### src/rtl/assert_macros.svh
// ---------------------------------------------------------------------------
// Assertion macros
// Shared concurrent assertion forms for the private key import block.
// ---------------------------------------------------------------------------
`ifndef ASSERT_MACROS_SVH
`define ASSERT_MACROS_SVH

// Same-cycle implication, checked on every rising clock edge outside reset.
`define ASSERT_IMPLIES(lbl, clk_sig, rst_n_sig, ante, cons) \
	lbl: assert property (@(posedge clk_sig) disable iff (!rst_n_sig) (ante) |-> (cons)) \
		else $error("implication check failed");

// Next-cycle implication, checked on every rising clock edge outside reset.
`define ASSERT_NEXT(lbl, clk_sig, rst_n_sig, ante, cons) \
	lbl: assert property (@(posedge clk_sig) disable iff (!rst_n_sig) (ante) |=> (cons)) \
		else $error("next-cycle check failed");

`endif

### src/rtl/depki_pkg.sv
// ---------------------------------------------------------------------------
// depki_pkg
// Types, constants and the group order table for the key import block.
// ---------------------------------------------------------------------------
`default_nettype none

package depki_pkg;

	localparam logic [7:0] SEQ_TAG_BYTE   = 8'h30;
	localparam logic [7:0] LONG_LEN_FLAG  = 8'h80;
	localparam logic [7:0] VER_TAG_BYTE   = 8'h02;
	localparam logic [7:0] VER_ONE_BYTE   = 8'h01;
	localparam logic [7:0] OCT_TAG_BYTE   = 8'h04;
	localparam logic [7:0] KEY_BYTES      = 8'd32;
	localparam logic [16:0] COUNT_MAX     = 17'h1FFFF;

	typedef enum logic [1:0] {
		CMP_EQUAL   = 2'd0,
		CMP_LESS    = 2'd1,
		CMP_GREATER = 2'd2
	} cmp_t;

	typedef struct packed {
		logic [7:0] byte_value;
		logic       final_byte;
	} req_t;

	typedef struct packed {
		logic        key_ok;
		logic [63:0] key_word_top;
		logic [63:0] key_word_upper_mid;
		logic [63:0] key_word_lower_mid;
		logic [63:0] key_word_bottom;
	} rsp_t;

	// Byte of the secp256k1 group order, index 0 the most significant.
	function automatic logic [7:0] order_byte(input logic [4:0] idx);
		logic [7:0] b;
		unique case (idx)
			5'd15:   b = 8'hFE;
			5'd16:   b = 8'hBA;
			5'd17:   b = 8'hAE;
			5'd18:   b = 8'hDC;
			5'd19:   b = 8'hE6;
			5'd20:   b = 8'hAF;
			5'd21:   b = 8'h48;
			5'd22:   b = 8'hA0;
			5'd23:   b = 8'h3B;
			5'd24:   b = 8'hBF;
			5'd25:   b = 8'hD2;
			5'd26:   b = 8'h5E;
			5'd27:   b = 8'h8C;
			5'd28:   b = 8'hD0;
			5'd29:   b = 8'h36;
			5'd30:   b = 8'h41;
			5'd31:   b = 8'h41;
			default: b = 8'hFF;
		endcase
		return b;
	endfunction

endpackage

`default_nettype wire

### src/rtl/depki_parser.sv
// ---------------------------------------------------------------------------
// depki_parser
// Byte-wise layout checker, key shift register and running order compare.
// ---------------------------------------------------------------------------
`default_nettype none
`include "assert_macros.svh"

module depki_parser (
	input  wire logic          clk,
	input  wire logic          arst_n,
	input  wire logic          step,
	input  wire depki_pkg::req_t item,
	output depki_pkg::rsp_t    result
);
	import depki_pkg::*;

	typedef enum logic [3:0] {
		PH_SEQ_TAG   = 4'd0,
		PH_LEN_CTL   = 4'd1,
		PH_LEN_BYTES = 4'd2,
		PH_VER0      = 4'd3,
		PH_VER1      = 4'd4,
		PH_VER2      = 4'd5,
		PH_OCT_TAG   = 4'd6,
		PH_OCT_LEN   = 4'd7,
		PH_KEY       = 4'd8,
		PH_DONE      = 4'd9
	} phase_t;

	phase_t       phase_q, phase_d;
	logic [1:0]   len_cnt_q, len_cnt_d;
	logic [15:0]  seq_len_q, seq_len_d;
	logic [16:0]  after_len_q, after_len_d;
	logic [5:0]   oct_len_q, oct_len_d;
	logic [5:0]   key_seen_q, key_seen_d;
	logic [255:0] key_q, key_d;
	cmp_t         cmp_q, cmp_d;
	logic         nonzero_q, nonzero_d;
	logic         format_error_q, format_error_d;

	logic [7:0]   b;
	logic [6:0]   len_sel;
	logic [5:0]   idx_full;
	logic [7:0]   ref_byte;
	logic         ok;

	assign b        = item.byte_value;
	assign len_sel  = b[6:0];
	assign idx_full = key_seen_q - oct_len_q;
	assign ref_byte = order_byte(idx_full[4:0]);

	always_comb begin
		phase_d        = phase_q;
		len_cnt_d      = len_cnt_q;
		seq_len_d      = seq_len_q;
		after_len_d    = after_len_q;
		oct_len_d      = oct_len_q;
		key_seen_d     = key_seen_q;
		key_d          = key_q;
		cmp_d          = cmp_q;
		nonzero_d      = nonzero_q;
		format_error_d = format_error_q;

		if (!format_error_q) begin
			if (phase_q >= PH_VER0 && phase_q <= PH_DONE && after_len_q != COUNT_MAX) begin
				after_len_d = after_len_q + 17'd1;
			end
			unique case (phase_q)
				PH_SEQ_TAG: begin
					if (b != SEQ_TAG_BYTE) format_error_d = 1'b1;
					else phase_d = PH_LEN_CTL;
				end
				PH_LEN_CTL: begin
					if ((b & LONG_LEN_FLAG) == 8'd0 || len_sel < 7'd1 || len_sel > 7'd2) begin
						format_error_d = 1'b1;
					end else begin
						len_cnt_d = len_sel[1:0];
						seq_len_d = '0;
						phase_d   = PH_LEN_BYTES;
					end
				end
				PH_LEN_BYTES: begin
					seq_len_d = {seq_len_q[7:0], b};
					len_cnt_d = len_cnt_q - 2'd1;
					if (len_cnt_d == 2'd0) phase_d = PH_VER0;
				end
				PH_VER0: begin
					if (b != VER_TAG_BYTE) format_error_d = 1'b1;
					else phase_d = PH_VER1;
				end
				PH_VER1: begin
					if (b != VER_ONE_BYTE) format_error_d = 1'b1;
					else phase_d = PH_VER2;
				end
				PH_VER2: begin
					if (b != VER_ONE_BYTE) format_error_d = 1'b1;
					else phase_d = PH_OCT_TAG;
				end
				PH_OCT_TAG: begin
					if (b != OCT_TAG_BYTE) format_error_d = 1'b1;
					else phase_d = PH_OCT_LEN;
				end
				PH_OCT_LEN: begin
					if (b > KEY_BYTES) begin
						format_error_d = 1'b1;
					end else begin
						oct_len_d  = b[5:0];
						key_seen_d = '0;
						cmp_d      = (b < KEY_BYTES) ? CMP_LESS : CMP_EQUAL;
						phase_d    = (b == 8'd0) ? PH_DONE : PH_KEY;
					end
				end
				PH_KEY: begin
					key_d = {key_q[247:0], b};
					if (b != 8'd0) nonzero_d = 1'b1;
					if (cmp_q == CMP_EQUAL) begin
						if (b < ref_byte) cmp_d = CMP_LESS;
						else if (b > ref_byte) cmp_d = CMP_GREATER;
					end
					key_seen_d = key_seen_q + 6'd1;
					if (key_seen_d >= oct_len_q) phase_d = PH_DONE;
				end
				PH_DONE: begin
				end
				default: format_error_d = 1'b1;
			endcase
		end

		// The result reflects the state after the final byte has been taken.
		ok = !format_error_d && phase_d == PH_DONE && after_len_d >= {1'b0, seq_len_d}
			&& nonzero_d && cmp_d == CMP_LESS;
		result.key_ok             = ok;
		result.key_word_top       = ok ? key_d[255:192] : 64'd0;
		result.key_word_upper_mid = ok ? key_d[191:128] : 64'd0;
		result.key_word_lower_mid = ok ? key_d[127:64]  : 64'd0;
		result.key_word_bottom    = ok ? key_d[63:0]    : 64'd0;
	end

	always_ff @(posedge clk or negedge arst_n) begin
		if (!arst_n) begin
			phase_q        <= PH_SEQ_TAG;
			len_cnt_q      <= '0;
			seq_len_q      <= '0;
			after_len_q    <= '0;
			oct_len_q      <= '0;
			key_seen_q     <= '0;
			key_q          <= '0;
			cmp_q          <= CMP_EQUAL;
			nonzero_q      <= 1'b0;
			format_error_q <= 1'b0;
		end else if (step) begin
			if (item.final_byte) begin
				phase_q        <= PH_SEQ_TAG;
				len_cnt_q      <= '0;
				seq_len_q      <= '0;
				after_len_q    <= '0;
				oct_len_q      <= '0;
				key_seen_q     <= '0;
				key_q          <= '0;
				cmp_q          <= CMP_EQUAL;
				nonzero_q      <= 1'b0;
				format_error_q <= 1'b0;
			end else begin
				phase_q        <= phase_d;
				len_cnt_q      <= len_cnt_d;
				seq_len_q      <= seq_len_d;
				after_len_q    <= after_len_d;
				oct_len_q      <= oct_len_d;
				key_seen_q     <= key_seen_d;
				key_q          <= key_d;
				cmp_q          <= cmp_d;
				nonzero_q      <= nonzero_d;
				format_error_q <= format_error_d;
			end
		end
	end

	`ASSERT_NEXT(a_final_clears, clk, arst_n, step && item.final_byte,
		phase_q == PH_SEQ_TAG && !format_error_q && key_q == '0)
	`ASSERT_IMPLIES(a_key_count_bound, clk, arst_n, phase_q == PH_KEY,
		key_seen_q < oct_len_q)

endmodule

`default_nettype wire

### src/rtl/der_ec_private_key_import_unit.sv
// Data path: a byte transfer lands in the input register; the result of a final byte
// is loaded into the output register when it is free and held on rsp until it is taken.
// Throughput: one byte per cycle; the input stalls only while a final byte waits behind
// an unread result in the output register.
// Reset: arst_n clears the parse state, key register and both valid flags at once.
// ---------------------------------------------------------------------------
// der_ec_private_key_import_unit
// Streaming import of a DER-encoded secp256k1 private key with range check.
// ---------------------------------------------------------------------------
`default_nettype none
`include "assert_macros.svh"

module der_ec_private_key_import_unit (
	input  wire logic            clk,
	input  wire logic            arst_n,
	input  wire logic            req_valid,
	output logic                 req_ready,
	input  wire depki_pkg::req_t req,
	output logic                 rsp_valid,
	input  wire logic            rsp_ready,
	output depki_pkg::rsp_t      rsp
);
	import depki_pkg::*;

	// Input register: one byte waiting to be folded into the parse state.
	logic   in_valid_s1;
	req_t   in_s1;

	// Output register: the result of the last final byte.
	logic   rsp_valid_q;
	rsp_t   rsp_q;

	logic   s1_adv;
	logic   step;
	rsp_t   result;

	// A byte that is not final never produces a result, so it always moves on.
	// A final byte needs the output register to be empty or emptying this cycle.
	assign s1_adv    = !in_s1.final_byte || !rsp_valid_q || rsp_ready;
	assign step      = in_valid_s1 && s1_adv;
	assign req_ready = !in_valid_s1 || s1_adv;

	depki_parser u_parser (
		.clk    (clk),
		.arst_n (arst_n),
		.step   (step),
		.item   (in_s1),
		.result (result)
	);

	always_ff @(posedge clk or negedge arst_n) begin
		if (!arst_n) begin
			in_valid_s1 <= 1'b0;
		end else if (req_ready) begin
			in_valid_s1 <= req_valid;
		end
	end

	always_ff @(posedge clk) begin
		if (req_ready && req_valid) begin
			in_s1 <= req;
		end
	end

	always_ff @(posedge clk or negedge arst_n) begin
		if (!arst_n) begin
			rsp_valid_q <= 1'b0;
		end else if (step && in_s1.final_byte) begin
			rsp_valid_q <= 1'b1;
		end else if (rsp_ready) begin
			rsp_valid_q <= 1'b0;
		end
	end

	always_ff @(posedge clk) begin
		if (step && in_s1.final_byte) begin
			rsp_q <= result;
		end
	end

	assign rsp_valid = rsp_valid_q;
	assign rsp       = rsp_q;

	// The input stalls only behind a final byte whose result has nowhere to go.
	`ASSERT_IMPLIES(a_stall_cause, clk, arst_n, !req_ready,
		in_valid_s1 && in_s1.final_byte && rsp_valid_q && !rsp_ready)
	// A failed import never exposes key material.
	`ASSERT_IMPLIES(a_fail_zero, clk, arst_n, rsp_valid_q && !rsp_q.key_ok,
		rsp_q.key_word_top == 64'd0 && rsp_q.key_word_upper_mid == 64'd0
		&& rsp_q.key_word_lower_mid == 64'd0 && rsp_q.key_word_bottom == 64'd0)
	// An accepted key is never zero.
	`ASSERT_IMPLIES(a_ok_nonzero, clk, arst_n, rsp_valid_q && rsp_q.key_ok,
		rsp_q.key_word_top != 64'd0 || rsp_q.key_word_upper_mid != 64'd0
		|| rsp_q.key_word_lower_mid != 64'd0 || rsp_q.key_word_bottom != 64'd0)

endmodule

`default_nettype wire

### config.mk
export PLATFORM = sky130hd
export DESIGN_NAME = der_ec_private_key_import_unit
export DESIGN_NICKNAME = d
export VERILOG_FILES = /design/src/rtl/depki_pkg.sv /design/src/rtl/depki_parser.sv /design/src/rtl/der_ec_private_key_import_unit.sv
export VERILOG_INCLUDE_DIRS = /design/src /design/src/rtl
export SDC_FILE = /design/constraint.sdc
export NUM_CORES = 1
export LEC_CHECK = 0
export ABC_AREA = 1
export BUFFER_PORTS_ARGS = -buffer_cell sky130_fd_sc_hd__buf_4
export CORE_ASPECT_RATIO = 1.4
export CORE_MARGIN = 2
export CORE_UTILIZATION = 56
export CTS_CLUSTER_SIZE = 12
export DETAILED_ROUTE_END_ITERATION = 7
export PLACE_DENSITY = 0.76
export SLEW_MARGIN = 20
export SYNTH_ARGS = -nofsm -noshare
export SYNTH_HDL_FRONTEND = slang
export SYNTH_SLANG_ARGS = --single-unit
### constraint.sdc
create_clock -name clk -period 13.05 [get_ports clk]
set_input_delay 3.915 -clock clk [delete_from_list [all_inputs] [get_ports clk]]
set_output_delay 3.915 -clock clk [all_outputs]
set_load 0.03 [all_outputs]
==> flow_metrics.py, run 1 <==
metrics = {
    "placed_design": {
        "io_buffers": 271,
        "gp_congestion": 0.871,
        "placed_cells": 3357,
        "hpwl_um": 39900,
    },
    "floorplanning": {
        "core_area_mm2": 0.0480,
        "die_y_um": 265,
        "io-pin-count": 272,
        "start_util_pct": 56.6,
        "rows": 95,
        "die_area_mm2": 0.0504,
        "die_x_um": 190,
    },
    "drt": {
        "first_pass_iters": 6,
        "route.detailed.drc": 0,
        "vias_per_cell": 5.51,
        "dr_total_vias": 19100,
        "routedWlPerCell_um": 17.7,
        "drt_wl_total_um": 61200,
        "drt_iter0_drc": 1633,
        "postRouteAntennaNets": 0,
    },
    "global_routing": {
        "grt_overflow": 0,
        "grt_pass1_wl_um": 98000,
        "grt_max_degree": 187,
        "grt_pass1_vias": 18700,
        "antenna_found_initial": 0,
        "track_usage_pct": 24.4,
    },
    "sta": {
        "fin_crit_sh_pct": 64.8,
        "finalHoldViolCount": 0,
        "fin_setup_tns_ps": 0,
        "setup_violations": 0,
        "maxSlewHeadroom_pct": 25.6,
        "clock.fmax_ghz": 0.118,
        "worstMarginPinSlew_ps": 1120,
        "fin_skew_ps": 14.4,
        "slew_viol_final": 0,
        "min_period_ps": 8450,
        "rsz0062_at_grt": "no",
    },
    "synth": {
        "synth-edff-count": 266,
        "synth_area_per_cell_um2": 10.5,
        "synth_area_mm2": 0.0272,
        "synthArstFlopShare_pct": 54.1,
        "ys_warn_count": 0,
        "synthFlopType": "dfrtp_1",
        "synth_nets": 2652,
        "synthDistinctLibCells": 47,
        "yosysSeqAreaShare_pct": 58.2,
        "ys_ff_latch": 579,
        "synthCells": 2593,
    },
    "clocking": {
        "cts_max_level": 2,
        "clock_latency_ps": 590,
        "clk_path_buf_depth": 3,
        "ctsHoldBuffers": 0,
        "root_buffer": "clkbuf_16",
        "cts_buffers": 55,
        "postCtsResizedCells": 0,
        "post_cts.repair.setup_buffers": 0,
        "cts.sinks": 579,
        "clkTransAtPathRegs_ps": 60,
        "tritoncts": "done",
    },
    "worst_hold_path": {
        "hold_class": "reg2reg",
    },
    "setup_path": {
        "critical_path_class": "in2out",
        "end_kind": "primary output",
        "setup.worst_path.start_class": "input pin",
        "worstPathRequired_ps": 9130,
        "path_max_fanout": 3,
        "arrival_ps": 4540,
    },
    "finish": {
        "drive_above_1_share_pct": 20.4,
        "layout_common_cells": "nand2_1, inv_1, dfrtp_1",
        "final_cells": 3461,
        "nets": 2844,
        "area_growth_pct": 13.7,
        "layout_commonest_cell": "nand2_1",
        "antennaDiodeCount": 0,
    },
    "pwr": {
        "p_leak_uw": 0.0133,
        "vdd_drop_max_uv": 106,
        "power_per_cell_area_mw_per_mm2": 128,
    },
    "run": {
        "cap_viol_max_count": 0,
    },
    "run_status": {
        "status": "complete, no violations",
    },
}
worst max-delay path, stage by stage:
cell and delay [ps]:
buf_4 110, nor2_1 140, nand3_1 150, buf_4 210
flip-flops by register name, summed over array words and instances, names as in the netlist:
signal	flops
u_parser.format_error_q	1
in_valid_s1	1
u_parser.oct_len_q	6
u_parser.nonzero_q	1
u_parser.cmp_q	2
rsp_valid	1
u_parser.phase_q	4
rsp	257
u_parser.key_q	256
in_s1	9
u_parser.key_seen_q	6
u_parser.len_cnt_q	2
u_parser.seq_len_q	16
u_parser.after_len_q	17
through the flow:
stage	util, %	hold slack (ps)	cell area (um2)	worst slack, ps	power [uW]
floorplan	-	453	27200	2460	2330
global placement	60.8	469	29200	4610	2460
detailed placement	60.8	490	29200	4600	2470
CTS	64.3	504	30900	4600	3970
global route	64.4	521	30900	4580	4090
finish	64.4	507	30900	4600	3940
synth_stat cells (14+ instances only):
master	instances	area share, %
clkbuf_1	105	1.4
xor2_1	14	0.45
o22ai_1	301	6.9
nor2_4	204	8.4
nand3_1	37	0.68
edfxtp_1	266	29
nand2_1	396	5.5
o21ai_0	295	5.4
dfrtp_1	313	29
ha_1	45	2.1
buf_12	21	1.5
a21oi_1	22	0.41
nor2_1	106	1.5
inv_1	380	5.2
where the power goes:
| group | switching, uW | total [uW] | internal [uW] |
|---|---|---|---|
| Combinational | 312 | 432 | 120 |
| Clock | 657 | 1510 | 852 |
| Sequential | 38.3 | 2000 | 1960 |
layout make-up:
cell class	instances	area, um2
Tap cell	630	788
Fill cell	3673	17100
Timing Repair Buffer	287	2200
Clock buffer	101	1620
Multi-Input combinational cell	1475	8960
Sequential cell	579	15800
Inverter	387	1480
Clock inverter	2	50.0
metal layers:
metal / GRT usage, % / routed length (um) / up-vias
met3: 2.82 / 3290 / 157
met1: 31.2 / 24200 / 9174
met4: 10.9 / 2830 / 0
li1: - / - / 9112
met5: 0 / 0 / -
met2: 41.9 / 30900 / 635
cell families (layout without fill, tap and decap cells):
kind of cell | after synthesis | after routing | share of synthesized area (%)
flip-flops | 579 | 579 | 58.2
AND/OR/NAND/NOR | 772 | 772 | 16.8
buffers and inverters | 539 | 777 | 8.90
XOR/XNOR | 17 | 17 | 0.548
adder cells (fa/ha/maj) | 46 | 46 | 2.14
AO/OA/AOI/OAI | 640 | 640 | 13.4
worst paths after layout:
path / start / slack, ps / depth (start not counted) / endpoint
setup reg to reg: u_parser.key_seen_q[0] / 6840 / 21 / rsp[240]
min in group asynchronous: arst_n / 3420 / 1 / u_parser.key_q[247]
max in group asynchronous: arst_n / 7480 / 3 / u_parser.after_len_q[4]
hold / removal: u_parser.oct_len_q[3] / 510 / 2 / u_parser.oct_len_q[3]
hold reg to reg: u_parser.oct_len_q[3] / 510 / 2 / u_parser.oct_len_q[3]
setup / recovery: rsp_ready / 4600 / 4 / req_ready
No activity file was read; power rests on OpenSTA's default activity.
==> run 2, diff against run 1 <==
--- a/config.mk
+++ b/config.mk
@@ -10,10 +10,10 @@
 export BUFFER_PORTS_ARGS = -buffer_cell sky130_fd_sc_hd__buf_4
 export CORE_ASPECT_RATIO = 1.4
 export CORE_MARGIN = 2
-export CORE_UTILIZATION = 56
+export CORE_UTILIZATION = 54
 export CTS_CLUSTER_SIZE = 12
 export DETAILED_ROUTE_END_ITERATION = 7
-export PLACE_DENSITY = 0.76
+export PLACE_DENSITY = 0.77
 export SLEW_MARGIN = 20
 export SYNTH_ARGS = -nofsm -noshare
 export SYNTH_HDL_FRONTEND = slang
==> constraint.sdc (replaced) <==
create_clock -name clk -period 7.4 [get_ports clk]
set_input_delay 2.22 -clock clk [delete_from_list [all_inputs] [get_ports clk]]
set_output_delay 2.22 -clock clk [all_outputs]
set_load 0.03 [all_outputs]
==> flow_metrics.py, run 2 (synthesis results as in run 1) <==
metrics = {
    "floorplanning": {
        "die_area_mm2": 0.0522,
        "start_util_pct": 54.5,
        "rows": 97,
        "io-pin-count": 272,
        "die_y_um": 269,
        "die_x_um": 194,
        "core_area_mm2": 0.0499,
    },
    "sta": {
        "fin_crit_sh_pct": 71.1,
        "rsz0062_at_grt": "no",
        "maxSlewHeadroom_pct": 25.0,
        "fin_skew_ps": 29.7,
        "fin_hold_ws_ps": 500,
        "finalHoldViolCount": 0,
        "slew_viol_final": 0,
        "setup_violations": 0,
        "min_period_ps": 5260,
        "clock.fmax_ghz": 0.190,
        "fin_setup_tns_ps": 0,
        "worstMarginPinSlew_ps": 1120,
    },
    "global_routing": {
        "grt_pass1_vias": 19000,
        "antenna_found_initial": 0,
        "grt_overflow": 0,
        "track_usage_pct": 23.8,
        "grt_max_degree": 313,
        "grt_pass1_wl_um": 100000,
    },
    "drt": {
        "postRouteAntennaNets": 0,
        "drt_wl_total_um": 63000,
        "vias_per_cell": 5.52,
        "first_pass_iters": 6,
        "dr_total_vias": 19200,
        "drt_iter0_drc": 1684,
        "route.detailed.drc": 0,
        "routedWlPerCell_um": 18.1,
    },
    "worst_hold_path": {
        "whs_path_depth": 2,
        "whs_endpoint": "u_parser.oct_len_q[2]",
        "hp-start": "u_parser.oct_len_q[2]",
        "hold_class": "reg2reg",
    },
    "setup_path": {
        "critical_path_class": "reg2reg",
        "arrival_ps": 5590,
        "startpoint": "u_parser.key_seen_q[0]",
        "rr_worst_depth": 21,
        "worstPathRequired_ps": 7720,
        "setup.worst_path.start_class": "flip-flop",
        "reg2reg_to": "rsp[185]",
        "r2r_slack_ps": 2140,
        "rr_startpoint": "u_parser.key_seen_q[0]",
        "end_kind": "flip-flop",
        "path_max_fanout": 59,
    },
    "placed_design": {
        "io_buffers": 271,
        "hpwl_um": 41600,
        "placed_cells": 3376,
        "dpl-instance-area_mm2": 0.0294,
        "gp_congestion": 0.871,
    },
    "pwr": {
        "clockPowerShare_pct": 37.9,
        "swShare_pct": 26.3,
        "vdd_drop_max_uv": 247,
        "power_per_cell_area_mw_per_mm2": 224,
        "combPwrFrac_pct": 11.2,
        "power.switching_uw": 1820,
        "p_leak_uw": 0.0134,
        "p_seq_share_pct": 50.9,
        "p_int_uw": 5110,
    },
    "finish": {
        "antennaDiodeCount": 0,
        "drive_above_1_share_pct": 20.5,
        "nets": 2849,
        "largest_reg_flops": 257,
        "final_cells": 3480,
        "area_growth_pct": 14.1,
        "design_area_mm2": 0.0310,
        "layout_commonest_cell": "nand2_1",
        "layout_common_cells": "nand2_1, inv_1, dfrtp_1",
    },
    "clocking": {
        "tritoncts": "done",
        "clk_path_buf_depth": 3,
        "clkTransAtPathRegs_ps": 60,
        "cts_max_level": 2,
        "cts_buffers": 55,
        "postCtsResizedCells": 0,
        "post_cts.repair.setup_buffers": 0,
        "ctsHoldBuffers": 0,
        "cts.sinks": 579,
        "root_buffer": "clkbuf_16",
        "clock_latency_ps": 600,
    },
    "run_status": {
        "status": "complete, no violations",
    },
    "run": {
        "cap_viol_max_count": 0,
    },
}
## run 2: cell count changes in the layout (fill, tap and decap cells not counted), sizes merged
cell,change
buf,+5
bufinv,-1
clkbuf,-2
clkinv,+4
clkinvlp,+1
inv,-1
## run 2: power groups by stage
stage          Clock, uW  Combinational [uW]  Sequential (uW)
2_1_floorplan          0                 397             3700
3_5_place_dp           0                 777             3590
4_1_cts             2670                 778             3530
3_3_place_gp           0                 762             3590
5_1_grt             2790                 856             3540
6_report            2630                 776             3530
## run 2: worst max-delay path, stage by stage, from the launching register on
cell      delay (ps)
dfrtp_1          410
inv_1             90
ha_1             230
fa_1             400
xnor2_1          640
inv_1            310
or2_2            360
a21oi_1          160
a211oi_1          60
ha_1             290
nand2_1           60
nor2_1           140
nand2_1           70
nand2_1           90
nand2_1           50
nand2_1           70
nand3_1           70
nand2_1          110
a21oi_2           70
nand2_8          530
buf_4            640
nor2_4            40
## run 2: metrics by stage
step | util [%] | setup WS [ps] | power [uW]
after floorplan | - | 151 | 4100
after global placement | 58.9 | 2210 | 4350
after detailed placement | 58.9 | 2150 | 4370
after CTS | 62.1 | 2160 | 6980
after global routing | 62.2 | 1780 | 7180
final | 62.2 | 2140 | 6930
## run 2: layer usage
layer / vias up / routed length [um] / track usage [%]
li1: 9139 / - / -
met3: 123 / 3650 / 3.14
met4: 0 / 1900 / 7.75
met2: 631 / 33200 / 42.8
met5: - / 0 / 0
met1: 9308 / 24200 / 29.5
## run 2: worst max-delay path by stage
stage / to / cells after the start
2_1_floorplan: u_parser.oct_len_q[0] / 9
3_3_place_gp: rsp[232] / 8
3_5_place_dp: u_parser.oct_len_q[5] / 10
4_1_cts: rsp[185] / 21
5_1_grt: rsp[185] / 21
6_report: rsp[185] / 21
## run 2: layout make-up
type / count / area [um2]
Clock inverter: 5 / 63.8
Timing Repair Buffer: 292 / 2320
Tap cell: 643 / 805
Clock buffer: 99 / 1570
Fill cell: 3839 / 18900
Inverter: 387 / 1470
Sequential cell: 579 / 15800
Multi-Input combinational cell: 1475 / 8960
